$ cat config.mk
export PLATFORM = sky130hd
export DESIGN_NAME = per_base_channel_area_features_core
export DESIGN_NICKNAME = d
export VERILOG_FILES = /design/src/rtl/bcaf_pkg.sv /design/src/rtl/bcaf_datapath.sv /design/src/rtl/bcaf_ctrl.sv /design/src/rtl/per_base_channel_area_features_core.sv
export SDC_FILE = /design/constraint.sdc
export NUM_CORES = 2
export LEC_CHECK = 0
export ABC_AREA = 1
export BUFFER_PORTS_ARGS = -buffer_cell sky130_fd_sc_hd__buf_2
export CORE_UTILIZATION = 65
export DETAILED_ROUTE_END_ITERATION = 6
export PLACE_DENSITY = 0.82
export RECOVER_POWER = 100
export SYNTH_ARGS = -nofsm -noshare
export SYNTH_HDL_FRONTEND = slang
export SYNTH_SLANG_ARGS = --single-unit
export TNS_END_PERCENT = 20
$ cat constraint.sdc
create_clock -name clk_i -period 18.6 [get_ports clk_i]
set_input_delay 0 -clock clk_i [delete_from_list [all_inputs] [get_ports clk_i]]
set_output_delay 0 -clock clk_i [all_outputs]
set_load 0.01 [all_outputs]
$ cat src/rtl/bcaf_pkg.sv
// Shared constants and the controller-to-datapath command bundle for the
// per-base channel area feature block. No dependencies.
package bcaf_pkg;

  localparam int unsigned SAMPLE_BITS_DEF     = 16;
  localparam int unsigned AREA_BITS_DEF       = 32;
  localparam int unsigned RATIO_FRAC_BITS_DEF = 16;

  // Fixed width of one channel field on the input bus
  localparam int unsigned FIELD_BITS = 16;
  localparam int unsigned NUM_CH     = 4;

  typedef struct packed {
    logic acc_en;      // add the accepted sample into the accumulators
    logic snap;        // window closes: move areas to snapshot, clear accumulators
    logic sort_en;     // order the four snapshot areas
    logic sum_en;      // form low and high pair sums
    logic div_init;    // integer quotient bit and first remainder
    logic div_step;    // one fraction bit of the ratio
    logic out_load;    // load the result register
  } bcaf_cmd_t;

endpackage

$ cat src/rtl/bcaf_datapath.sv
// Datapath: saturating channel accumulators, snapshot, sorting network,
// pair sums, bit-serial fraction divider and result register. Uses bcaf_pkg.
module bcaf_datapath import bcaf_pkg::*; #(
  parameter int unsigned SAMPLE_BITS     = SAMPLE_BITS_DEF,
  parameter int unsigned AREA_BITS       = AREA_BITS_DEF,
  parameter int unsigned RATIO_FRAC_BITS = RATIO_FRAC_BITS_DEF
) (
  input  logic                          clk_i,
  input  logic                          rst_ni,
  input  bcaf_cmd_t                     cmd_i,
  input  logic [NUM_CH*FIELD_BITS-1:0]  samples_i,
  output logic [AREA_BITS+1:0]          area_sum_o,
  output logic [AREA_BITS-1:0]          largest_area_o,
  output logic [RATIO_FRAC_BITS:0]      half_signal_ratio_o
);

  localparam int unsigned A = AREA_BITS;
  localparam int unsigned F = RATIO_FRAC_BITS;

  logic [A-1:0] acc_q  [NUM_CH];
  logic [A-1:0] sat_d  [NUM_CH];
  logic [A-1:0] snap_q [NUM_CH];
  logic [A-1:0] srt_d  [NUM_CH];
  logic [A-1:0] srt_q  [NUM_CH];

  logic [A:0]   low_q, high_q;
  logic [A-1:0] big_q;
  logic [A:0]   rem_q;
  logic [F:0]   quo_q;
  logic [A+1:0] rem_sh;
  logic [A+1:0] rem_sub;
  logic         rem_ge;
  logic [F:0]   ratio_d;

  logic [A+1:0] total_q;
  logic [A-1:0] largest_q;
  logic [F:0]   ratio_q;

  function automatic logic [A-1:0] fmin(input logic [A-1:0] x, input logic [A-1:0] y);
    return (x < y) ? x : y;
  endfunction

  function automatic logic [A-1:0] fmax(input logic [A-1:0] x, input logic [A-1:0] y);
    return (x < y) ? y : x;
  endfunction

  // Saturating add of the low SAMPLE_BITS of each channel
  always_comb begin
    logic [FIELD_BITS-1:0] fld;
    logic [A:0]            sum;
    for (int i = 0; i < NUM_CH; i++) begin
      fld      = samples_i[i*FIELD_BITS +: FIELD_BITS];
      sum      = {1'b0, acc_q[i]} + (A+1)'(fld[SAMPLE_BITS-1:0]);
      sat_d[i] = sum[A] ? '1 : sum[A-1:0];
    end
  end

  always_ff @(posedge clk_i or negedge rst_ni) begin
    if (!rst_ni) begin
      for (int i = 0; i < NUM_CH; i++) acc_q[i] <= '0;
    end else if (cmd_i.acc_en) begin
      for (int i = 0; i < NUM_CH; i++) acc_q[i] <= cmd_i.snap ? '0 : sat_d[i];
    end
  end

  always_ff @(posedge clk_i) begin
    if (cmd_i.snap) begin
      for (int i = 0; i < NUM_CH; i++) snap_q[i] <= sat_d[i];
    end
  end

  // Five compare-exchanges: full sort of four values
  always_comb begin
    logic [A-1:0] l0, h0, l1, h1, x, y;
    l0       = fmin(snap_q[0], snap_q[1]);
    h0       = fmax(snap_q[0], snap_q[1]);
    l1       = fmin(snap_q[2], snap_q[3]);
    h1       = fmax(snap_q[2], snap_q[3]);
    srt_d[0] = fmin(l0, l1);
    x        = fmax(l0, l1);
    y        = fmin(h0, h1);
    srt_d[3] = fmax(h0, h1);
    srt_d[1] = fmin(x, y);
    srt_d[2] = fmax(x, y);
  end

  // Restoring divider, one quotient bit per step; rem stays below a nonzero high
  assign rem_sh  = {rem_q, 1'b0};
  assign rem_ge  = rem_sh >= {1'b0, high_q};
  assign rem_sub = rem_sh - {1'b0, high_q};

  always_comb begin
    ratio_d = quo_q;
    if (high_q == '0) begin
      ratio_d    = '0;
      ratio_d[F] = 1'b1;
    end
  end

  always_ff @(posedge clk_i) begin
    if (cmd_i.sort_en) begin
      for (int i = 0; i < NUM_CH; i++) srt_q[i] <= srt_d[i];
    end
    if (cmd_i.sum_en) begin
      low_q  <= {1'b0, srt_q[0]} + {1'b0, srt_q[1]};
      high_q <= {1'b0, srt_q[2]} + {1'b0, srt_q[3]};
      big_q  <= srt_q[3];
    end
    if (cmd_i.div_init) begin
      quo_q <= (F+1)'(low_q >= high_q);
      rem_q <= (low_q >= high_q) ? low_q - high_q : low_q;
    end else if (cmd_i.div_step) begin
      quo_q <= {quo_q[F-1:0], rem_ge};
      rem_q <= rem_ge ? rem_sub[A:0] : rem_sh[A:0];
    end
    if (cmd_i.out_load) begin
      total_q   <= {1'b0, low_q} + {1'b0, high_q};
      largest_q <= big_q;
      ratio_q   <= ratio_d;
    end
  end

  assign area_sum_o          = total_q;
  assign largest_area_o      = largest_q;
  assign half_signal_ratio_o = ratio_q;

endmodule

$ cat src/rtl/bcaf_ctrl.sv
// Controller: window-end sequencing (sort, sums, divide), fraction bit counter
// and output valid. Drives bcaf_datapath through bcaf_cmd_t from bcaf_pkg.
module bcaf_ctrl import bcaf_pkg::*; #(
  parameter int unsigned RATIO_FRAC_BITS = RATIO_FRAC_BITS_DEF
) (
  input  logic      clk_i,
  input  logic      rst_ni,
  input  logic      in_valid_i,
  input  logic      in_last_i,
  output logic      in_ready_o,
  output logic      out_valid_o,
  input  logic      out_ready_i,
  output bcaf_cmd_t cmd_o
);

  localparam int unsigned CNT_W = $clog2(RATIO_FRAC_BITS + 1);

  typedef enum logic [2:0] {
    ST_ACC,
    ST_SORT,
    ST_SUM,
    ST_INIT,
    ST_DIV,
    ST_DONE
  } state_e;

  state_e           state_q, state_d;
  logic [CNT_W-1:0] cnt_q, cnt_d;
  logic             m_valid_q, m_valid_d;
  logic             out_free;

  assign out_free   = !m_valid_q || out_ready_i;
  assign in_ready_o = (state_q == ST_ACC);

  always_comb begin
    cmd_o          = '0;
    state_d        = state_q;
    cnt_d          = cnt_q;
    m_valid_d      = m_valid_q && !out_ready_i;
    cmd_o.acc_en   = in_valid_i && in_ready_o;
    cmd_o.snap     = cmd_o.acc_en && in_last_i;
    unique case (state_q)
      ST_ACC: begin
        if (cmd_o.snap) state_d = ST_SORT;
      end
      ST_SORT: begin
        cmd_o.sort_en = 1'b1;
        state_d       = ST_SUM;
      end
      ST_SUM: begin
        cmd_o.sum_en = 1'b1;
        state_d      = ST_INIT;
      end
      ST_INIT: begin
        cmd_o.div_init = 1'b1;
        cnt_d          = '0;
        state_d        = ST_DIV;
      end
      ST_DIV: begin
        cmd_o.div_step = 1'b1;
        cnt_d          = cnt_q + 1'b1;
        if (cnt_q == CNT_W'(RATIO_FRAC_BITS - 1)) state_d = ST_DONE;
      end
      ST_DONE: begin
        if (out_free) begin
          cmd_o.out_load = 1'b1;
          m_valid_d      = 1'b1;
          state_d        = ST_ACC;
        end
      end
      default: state_d = ST_ACC;
    endcase
  end

  always_ff @(posedge clk_i or negedge rst_ni) begin
    if (!rst_ni) begin
      state_q   <= ST_ACC;
      cnt_q     <= '0;
      m_valid_q <= 1'b0;
    end else begin
      state_q   <= state_d;
      cnt_q     <= cnt_d;
      m_valid_q <= m_valid_d;
    end
  end

  assign out_valid_o = m_valid_q;

  // Result register is never overwritten while a result still waits
  a_load_free: assert property (@(posedge clk_i) disable iff (!rst_ni)
    cmd_o.out_load |-> (!m_valid_q || out_ready_i))
    else $error("result register overwritten");

  a_snap_seq: assert property (@(posedge clk_i) disable iff (!rst_ni)
    cmd_o.snap |=> (state_q == ST_SORT))
    else $error("window close did not start sort");

  a_valid_src: assert property (@(posedge clk_i) disable iff (!rst_ni)
    $rose(m_valid_q) |-> $past(state_q == ST_DONE))
    else $error("result valid without finished divide");

  a_div_len: assert property (@(posedge clk_i) disable iff (!rst_ni)
    (state_q == ST_DIV) |-> (cnt_q < CNT_W'(RATIO_FRAC_BITS)))
    else $error("divide step count overrun");

endmodule

$ cat src/rtl/per_base_channel_area_features_core.sv
// Channel    Dir  Fields (low bit first)                          Accept
// s_axis     in   tdata: c[15:0] g[31:16] a[47:32] t[63:48]        tvalid & tready
//                 tlast: last_in_window
// m_axis     out  tdata: area_sum, largest_area, half_signal_ratio   tvalid & tready
//
// Samples are accepted one per cycle. A request with tlast set closes the
// window; input is then held off through the sort, pair sums, divider
// setup, one step per fraction bit of the serial divider and result load,
// longer if the previous result has not been taken.
// Reset (rst_ni, async, active low) clears the accumulators and output valid.
// Top level; uses bcaf_pkg, bcaf_ctrl, bcaf_datapath.
module per_base_channel_area_features_core import bcaf_pkg::*; #(
  parameter int unsigned SAMPLE_BITS     = SAMPLE_BITS_DEF,
  parameter int unsigned AREA_BITS       = AREA_BITS_DEF,
  parameter int unsigned RATIO_FRAC_BITS = RATIO_FRAC_BITS_DEF,
  localparam int unsigned OUT_BITS  = 2 * AREA_BITS + RATIO_FRAC_BITS + 3,
  localparam int unsigned OUT_TDATA = ((OUT_BITS + 7) / 8) * 8
) (
  input  logic                         clk_i,
  input  logic                         rst_ni,
  input  logic                         s_axis_tvalid_i,
  output logic                         s_axis_tready_o,
  // sample_c, sample_g, sample_a, sample_t
  input  logic [NUM_CH*FIELD_BITS-1:0] s_axis_tdata_i,
  input  logic                         s_axis_tlast_i,
  output logic                         m_axis_tvalid_o,
  input  logic                         m_axis_tready_i,
  // area_sum, largest_area, half_signal_ratio, zero fill
  output logic [OUT_TDATA-1:0]         m_axis_tdata_o
);

  bcaf_cmd_t                  cmd;
  logic [AREA_BITS+1:0]       area_sum;
  logic [AREA_BITS-1:0]       largest_area;
  logic [RATIO_FRAC_BITS:0]   half_signal_ratio;

  bcaf_ctrl #(
    .RATIO_FRAC_BITS(RATIO_FRAC_BITS)
  ) u_ctrl (
    .clk_i      (clk_i),
    .rst_ni     (rst_ni),
    .in_valid_i (s_axis_tvalid_i),
    .in_last_i  (s_axis_tlast_i),
    .in_ready_o (s_axis_tready_o),
    .out_valid_o(m_axis_tvalid_o),
    .out_ready_i(m_axis_tready_i),
    .cmd_o      (cmd)
  );

  bcaf_datapath #(
    .SAMPLE_BITS    (SAMPLE_BITS),
    .AREA_BITS      (AREA_BITS),
    .RATIO_FRAC_BITS(RATIO_FRAC_BITS)
  ) u_datapath (
    .clk_i              (clk_i),
    .rst_ni             (rst_ni),
    .cmd_i              (cmd),
    .samples_i          (s_axis_tdata_i),
    .area_sum_o         (area_sum),
    .largest_area_o     (largest_area),
    .half_signal_ratio_o(half_signal_ratio)
  );

  assign m_axis_tdata_o = OUT_TDATA'({half_signal_ratio, largest_area, area_sum});

endmodule
### Yosys cells after proc, flatten, opt, wreduce, memory -nomap -nowiden

Memories as Yosys holds them, arrays and structs flattened.
Index checks and enable logic that the tools add are counted.

| storage, ports and cells | value |
|---|---|
| flip-flop bits (word level) | 368 |
| bits in writable memories | 256 |
| input port bits | 69 |
| output and inout bits | 90 |
| logic and storage cells | 96 |
| memories | 2 |

| cells by class | value |
|---|---|
| add/sub/neg operators | 10 |
| order comparisons | 7 |
| equality and inequality tests | 9 |
| mux-type cells | 41 |
| reduce and logical (&&, ||, !) cells | 11 |

Memory list:

| name | depth | bits a word | read ports | clocked after Yosys merged registers in | wr ports | line | text |
|---|---|---|---|---|---|---|---|
| u_datapath.snap_q | 4 | 32 | 4 | 0 | 4 | bcaf_datapath.sv:22 | `logic [A-1:0] snap_q [NUM_CH];` |
| u_datapath.srt_q | 4 | 32 | 4 | 0 | 4 | bcaf_datapath.sv:24 | `logic [A-1:0] srt_q [NUM_CH];` |

Operators with widths:

| cell | count |
|---|---|
| two-way mux 32 bit | 18 |
| less-than comparator 32 bit | 5 |
| adder 32 x 16 -> 33 bit | 4 |
| two-way mux 33 bit | 4 |
| adder 32 x 32 -> 33 bit | 2 |
| subtractor 33 bit | 2 |
| adder 33 x 33 -> 34 bit | 1 |
| greater-or-equal comparator 34 x 33 -> 1 bit | 1 |
| greater-or-equal comparator 33 bit | 1 |
| logical NOT 33 bit | 1 |
| one-hot mux 3 bit (6 select lines) | 1 |
| two-way mux 1 bit | 14 |
| one-hot mux 5 bit (2 select lines) | 1 |
| two-way mux 3 bit | 3 |
| == test 3 x 2 -> 1 bit (second input constant) | 2 |
| == test 3 bit (second input constant) | 2 |
| inequality test 2 x 1 -> 1 bit (second input constant) | 3 |
| adder 5 x 1 -> 5 bit (second input constant) | 1 |
| == test 5 x 4 -> 1 bit (second input constant) | 1 |
| nonzero test 2 bit | 2 |
| == test 3 x 1 -> 1 bit (second input constant) | 1 |
| logical AND 1 bit | 3 |
| logical NOT 3 bit | 1 |
| AND reduction 3 bit | 1 |
| 2 further kinds | 3 |

### Longest topological paths before layout

An unclocked memory read counts as a cell.

| logic depth | value |
|---|---|
| word-level depth | 7 |
| depth in mapped cells | 46 |
| gate-level depth less buffers | 42 |

### Cells and area by module

A second synthesis with hierarchy kept.

| unflattened totals | value |
|---|---|
| cell total of the unflattened synthesis | 4,565 |
| area total of the unflattened synthesis | 39,975.8 um^2 |

Modules (own cells, without submodules):

| module | times used | cells an instance | area an instance (um^2) | seq. area each (um^2) |
|---|---|---|---|---|
| bcaf_datapath | 1 | 4,493 | 39,435.3 | 17,666.9 |
| bcaf_ctrl | 1 | 66 | 499.2 | 225.2 |
| per_base_channel_area_features_core | 1 | 6 | 41.3 | 0.0 |

### Least setup slack after synthesis

No wires, ideal clock.

| path | value |
|---|---|
| path type | reg2reg |
| start | register u_ctrl.state_q[0] |
| end | register u_ctrl.state_q[0] |
| library setup time | 118 ps |
| data arrival time | 6,859 ps |
| data required time | 18,482 ps |
| slack | 11,623 ps |
| stages on the path, launching flop included | 8 |
| buffers on the path | 0 |
| clock period less this slack | 6,977 ps |
| cell sequence | dfrtp_1 > nor2_1 > inv_1 > nor2_1 > nand2_1 > nor2_1 > nor3_1 > o31ai_1 |

RTL lines:

| what | line | text |
|---|---|---|
| from (decl) | bcaf_ctrl.sv:27 | `state_e state_q, state_d;` |
| from (signal assigned) | bcaf_ctrl.sv:81 | `state_q <= state_d;` |

==> results.sh <==
export IMPL_fin_tns_setup_ns=0
export IMPL_final_hold_violation_count=0
export IMPL_worst_path_arrival_ns=12.54
export IMPL_synth_top_cells_by_count="924 x sky130_fd_sc_hd__nand2_1, 516 x sky130_fd_sc_hd__inv_1, 471 x sky130_fd_sc_hd__edfxtp_1, 408 x sky130_fd_sc_hd__a21oi_1, 382 x sky130_fd_sc_hd__ha_1"
export IMPL_async_flop_share=0.220
export IMPL_post_cts_buffers=0
export IMPL_yosys_register_bits=624
export IMPL_cts_sinks=624
export IMPL_vias_per_cell=5.86
export IMPL_synthesis_area_um2=40100
export IMPL_clockRootBuffer="sky130_fd_sc_hd__clkbuf_16"
export IMPL_rows=90
export IMPL_ioPinCount=159
export IMPL_worst_clock_skew_ns=0.0279
export IMPL_number_of_enable_flip_flop_cells_after_synthesis=471
export IMPL_cts_htree_levels=3
export IMPL_ys_top_cells_by_area="sky130_fd_sc_hd__edfxtp_1 35%, sky130_fd_sc_hd__ha_1 12%, sky130_fd_sc_hd__nand2_1 8.6%"
export IMPL_synth_warning_count=0
export IMPL_timing_critical_path_required_ns=18.95
export IMPL_setup_worst_path_start_class="flip-flop"
export IMPL_ys_types=61
export IMPL_detail_route_first_pass_iterations=6
export IMPL_clock_tree_buffer_depth=3
export IMPL_timing_final_setup_violations=0
export IMPL_outcome="finished with violations"
export IMPL_final_antenna_net_count=0
export IMPL_cts_buf_count=68
export IMPL_yosysSeqAreaShare=0.446
export IMPL_maxClockFrequency_mhz=82.0
export IMPL_routed_via_count=32308
export IMPL_number_of_global_route_vias_before_repair=30841
export IMPL_timing_max_transition_violations_final=1151
export IMPL_area_growth_syn_to_layout_pct=8.25
export IMPL_floorplan_initialDensity=0.661
export IMPL_cp_end_kind="flip-flop"
export IMPL_worstSetupPathType="reg2reg"
export IMPL_dp_hpwl_um=73600
export IMPL_portBuffers=153
export IMPL_netlist_area_leader_share=0.352
export IMPL_gp_routability_congestion=1.00
export IMPL_worst_path_max_delay_cell="sky130_fd_sc_hd__nand2_1"
export IMPL_clk_insertion_delay_late_ns=0.62
export IMPL_grt_first_pass_wirelength_um=160000
export IMPL_floorplan_die_width_um=250
export IMPL_dr_drc_count=0
export IMPL_dr_first_iter_drc_count=2764
export IMPL_avgRoutedWirePerCell_um=18.1
export IMPL_worst_slew_pin_transition_ns=4.26
export IMPL_failed_checks="max-capacitance violations, max-slew violations"
export IMPL_critical_path_top_cell_by_count="sky130_fd_sc_hd__nand2_1"
export IMPL_final_area_um2=43400
export IMPL_pin_count_of_the_biggest_net_entering_global_routing=126
export IMPL_design_final_nets=5132
export IMPL_cts_tree="built"
export IMPL_die_area_um2=62700
export IMPL_cpPeakStageDelay_ns=2.40
export IMPL_grt_ovfl_total=0
export IMPL_netlist_instances=4558
export IMPL_period_share=0.655
export IMPL_core_region_area_um2=60700
export IMPL_grt_usage=0.319
export IMPL_clk_pin_slew_ns=0.06
export IMPL_synth_avg_cell_area_um2=8.80
export IMPL_placed_cell_area_um2=41400
export IMPL_critPathTopFamily="simple AND/OR/NAND/NOR gates"
export IMPL_dominantRegCellSynth="sky130_fd_sc_hd__edfxtp_1"
export IMPL_grt_setup_unrepaired="no"
export IMPL_wirelength_um=99600
export IMPL_fill_cells=4497
export IMPL_number_of_antenna_violations_at_the_first_check_in_global_routing=1
export IMPL_final_period_minus_worst_setup_slack_ns=12.19
export IMPL_layout_cell_share_with_drive_strength_beyond_1=0.0535
export IMPL_timing_critical_path_fanout_max=125
export IMPL_synth_top_cell_by_area="sky130_fd_sc_hd__edfxtp_1"
export IMPL_critical_path_buf_inv_count=3
export IMPL_die_h_um=250
export IMPL_timing_slew_headroom=-1.84
export IMPL_synthMostInstantiatedCell="sky130_fd_sc_hd__nand2_1"
export IMPL_cap_violations=18
export IMPL_hold_path_class="in2reg"
## state kept, by name, summed over array words and instances (netlist names)
register,cells
u_datapath.largest_area_o,32
u_datapath.half_signal_ratio_o,17
u_datapath.low_q,33
u_ctrl.out_valid_o,1
u_datapath.quo_q,17
u_datapath.high_q,33
u_datapath.rem_q,33
u_datapath.big_q,32
u_datapath.area_sum_o,34
u_ctrl.state_q,3
u_datapath.srt_q,128
u_ctrl.cnt_q,5
u_datapath.acc_q,128
u_datapath.snap_q,128
## per-layer routing
| layer | GRT usage | vias to the layer above | share of wire |
|---|---|---|---|
| met1 | 0.419 | 15113 | 0.42 |
| met3 | 0.0390 | 201 | 0.062 |
| met5 | 0 | - | 0.00013 |
| li1 | - | 15832 | - |
| met4 | 0.124 | 2 | 0.038 |
| met2 | 0.539 | 1160 | 0.48 |
## cells by family (layout without fill, tap and decap cells)
kind of cell / count (synthesis) / after routing / share of synthesized area
mux: 1 / 1 / 0.000249
simple gates: 1587 / 1587 / 0.164
fa+ha+maj: 391 / 391 / 0.124
other cells: 1 / 6 / 0.0000934
buf+inv: 688 / 853 / 0.0693
flops: 624 / 624 / 0.446
xor+xnor: 216 / 216 / 0.0471
compound gates: 1050 / 1050 / 0.150
## per-stage QoR
step	setup slack, ns	utilization	hold WS [ns]	cells
after floorplan	11.62	-	-0.296	4562
after global placement	10.12	0.681	0.0633	5365
after detailed placement	9.87	0.681	0.0652	5365
after CTS	9.84	0.723	0.00463	5509
after global routing	5.18	0.716	0.0403	5509
final	6.41	0.716	0.0199	5510
## worst paths after layout
path                                               startpoint                                      to  slack (ns)  cells after the start
max                        u_datapath.snap_q[0][15]$_DFFE_PP_       u_datapath.srt_q[2][11]$_DFFE_PP_        6.41                     29
min in group asynchronous                              rst_ni       u_datapath.acc_q[119]$_DFFE_PN0P_        0.72                      3
min                                        s_axis_tdata_i[19]       u_datapath.snap_q[1][3]$_DFFE_PP_        0.02                      5
min reg2reg                     u_datapath.big_q[6]$_DFFE_PP_  u_datapath.largest_area_o[6]$_DFFE_PP_        0.42                      0
max in group asynchronous                              rst_ni        u_datapath.acc_q[12]$_DFFE_PN0P_       13.66                      4
max reg2reg                u_datapath.snap_q[0][15]$_DFFE_PP_       u_datapath.srt_q[2][11]$_DFFE_PP_        6.41                     29
## worst reg2reg max path: cells and delay by family, from the launching register on
kind	cells	cell delay (ns)
flip-flops	1	0.47
AND/OR/NAND/NOR	16	5.82
AO/OA/AOI/OAI	7	2.08
buffers and inverters	3	2.19
adder cells (fa/ha/maj)	3	1.34
## placed cells by master, fill, tap and decap left out, types with 22 or more instances in the layout
master	count
sky130_fd_sc_hd__xnor2_1	59
sky130_fd_sc_hd__o21ai_0	390
sky130_fd_sc_hd__xor2_1	157
sky130_fd_sc_hd__clkbuf_1	110
sky130_fd_sc_hd__edfxtp_1	471
sky130_fd_sc_hd__o21ai_1	43
sky130_fd_sc_hd__buf_2	67
sky130_fd_sc_hd__clkbuf_16	70
sky130_fd_sc_hd__nand2_1	928
sky130_fd_sc_hd__o22ai_1	25
sky130_fd_sc_hd__nand3_1	179
sky130_fd_sc_hd__dfrtp_1	137
sky130_fd_sc_hd__o211ai_1	38
sky130_fd_sc_hd__nor4_1	22
sky130_fd_sc_hd__nand4_1	49
sky130_fd_sc_hd__nor2_1	333
sky130_fd_sc_hd__ha_1	382
sky130_fd_sc_hd__a21oi_1	410
sky130_fd_sc_hd__nor3_1	35
sky130_fd_sc_hd__inv_1	522
## repair_timing
| item | 4_1_cts | 5_1_grt |
|---|---|---|
| gates resized for setup | 0 | 0 |
| endpoints found under the hold margin | 101 | 0 |
| hold buffers | 19 | 0 |
## cell type report
cell class | count | area [µm²] | area share
antenna | 1 | 2.50 | 0.0000576
clock inverter | 41 | 468 | 0.0108
tap | 782 | 978 | 0.0225
inverter | 534 | 2000 | 0.0461
sequential | 624 | 17900 | 0.412
timing repair buffer | 194 | 951 | 0.0219
clock buffer | 84 | 1860 | 0.0429
multi-input combinational | 3250 | 19300 | 0.444
Power is not shown: default switching activity piles up to over one toggle a cycle in this logic, so the estimate is an artifact.
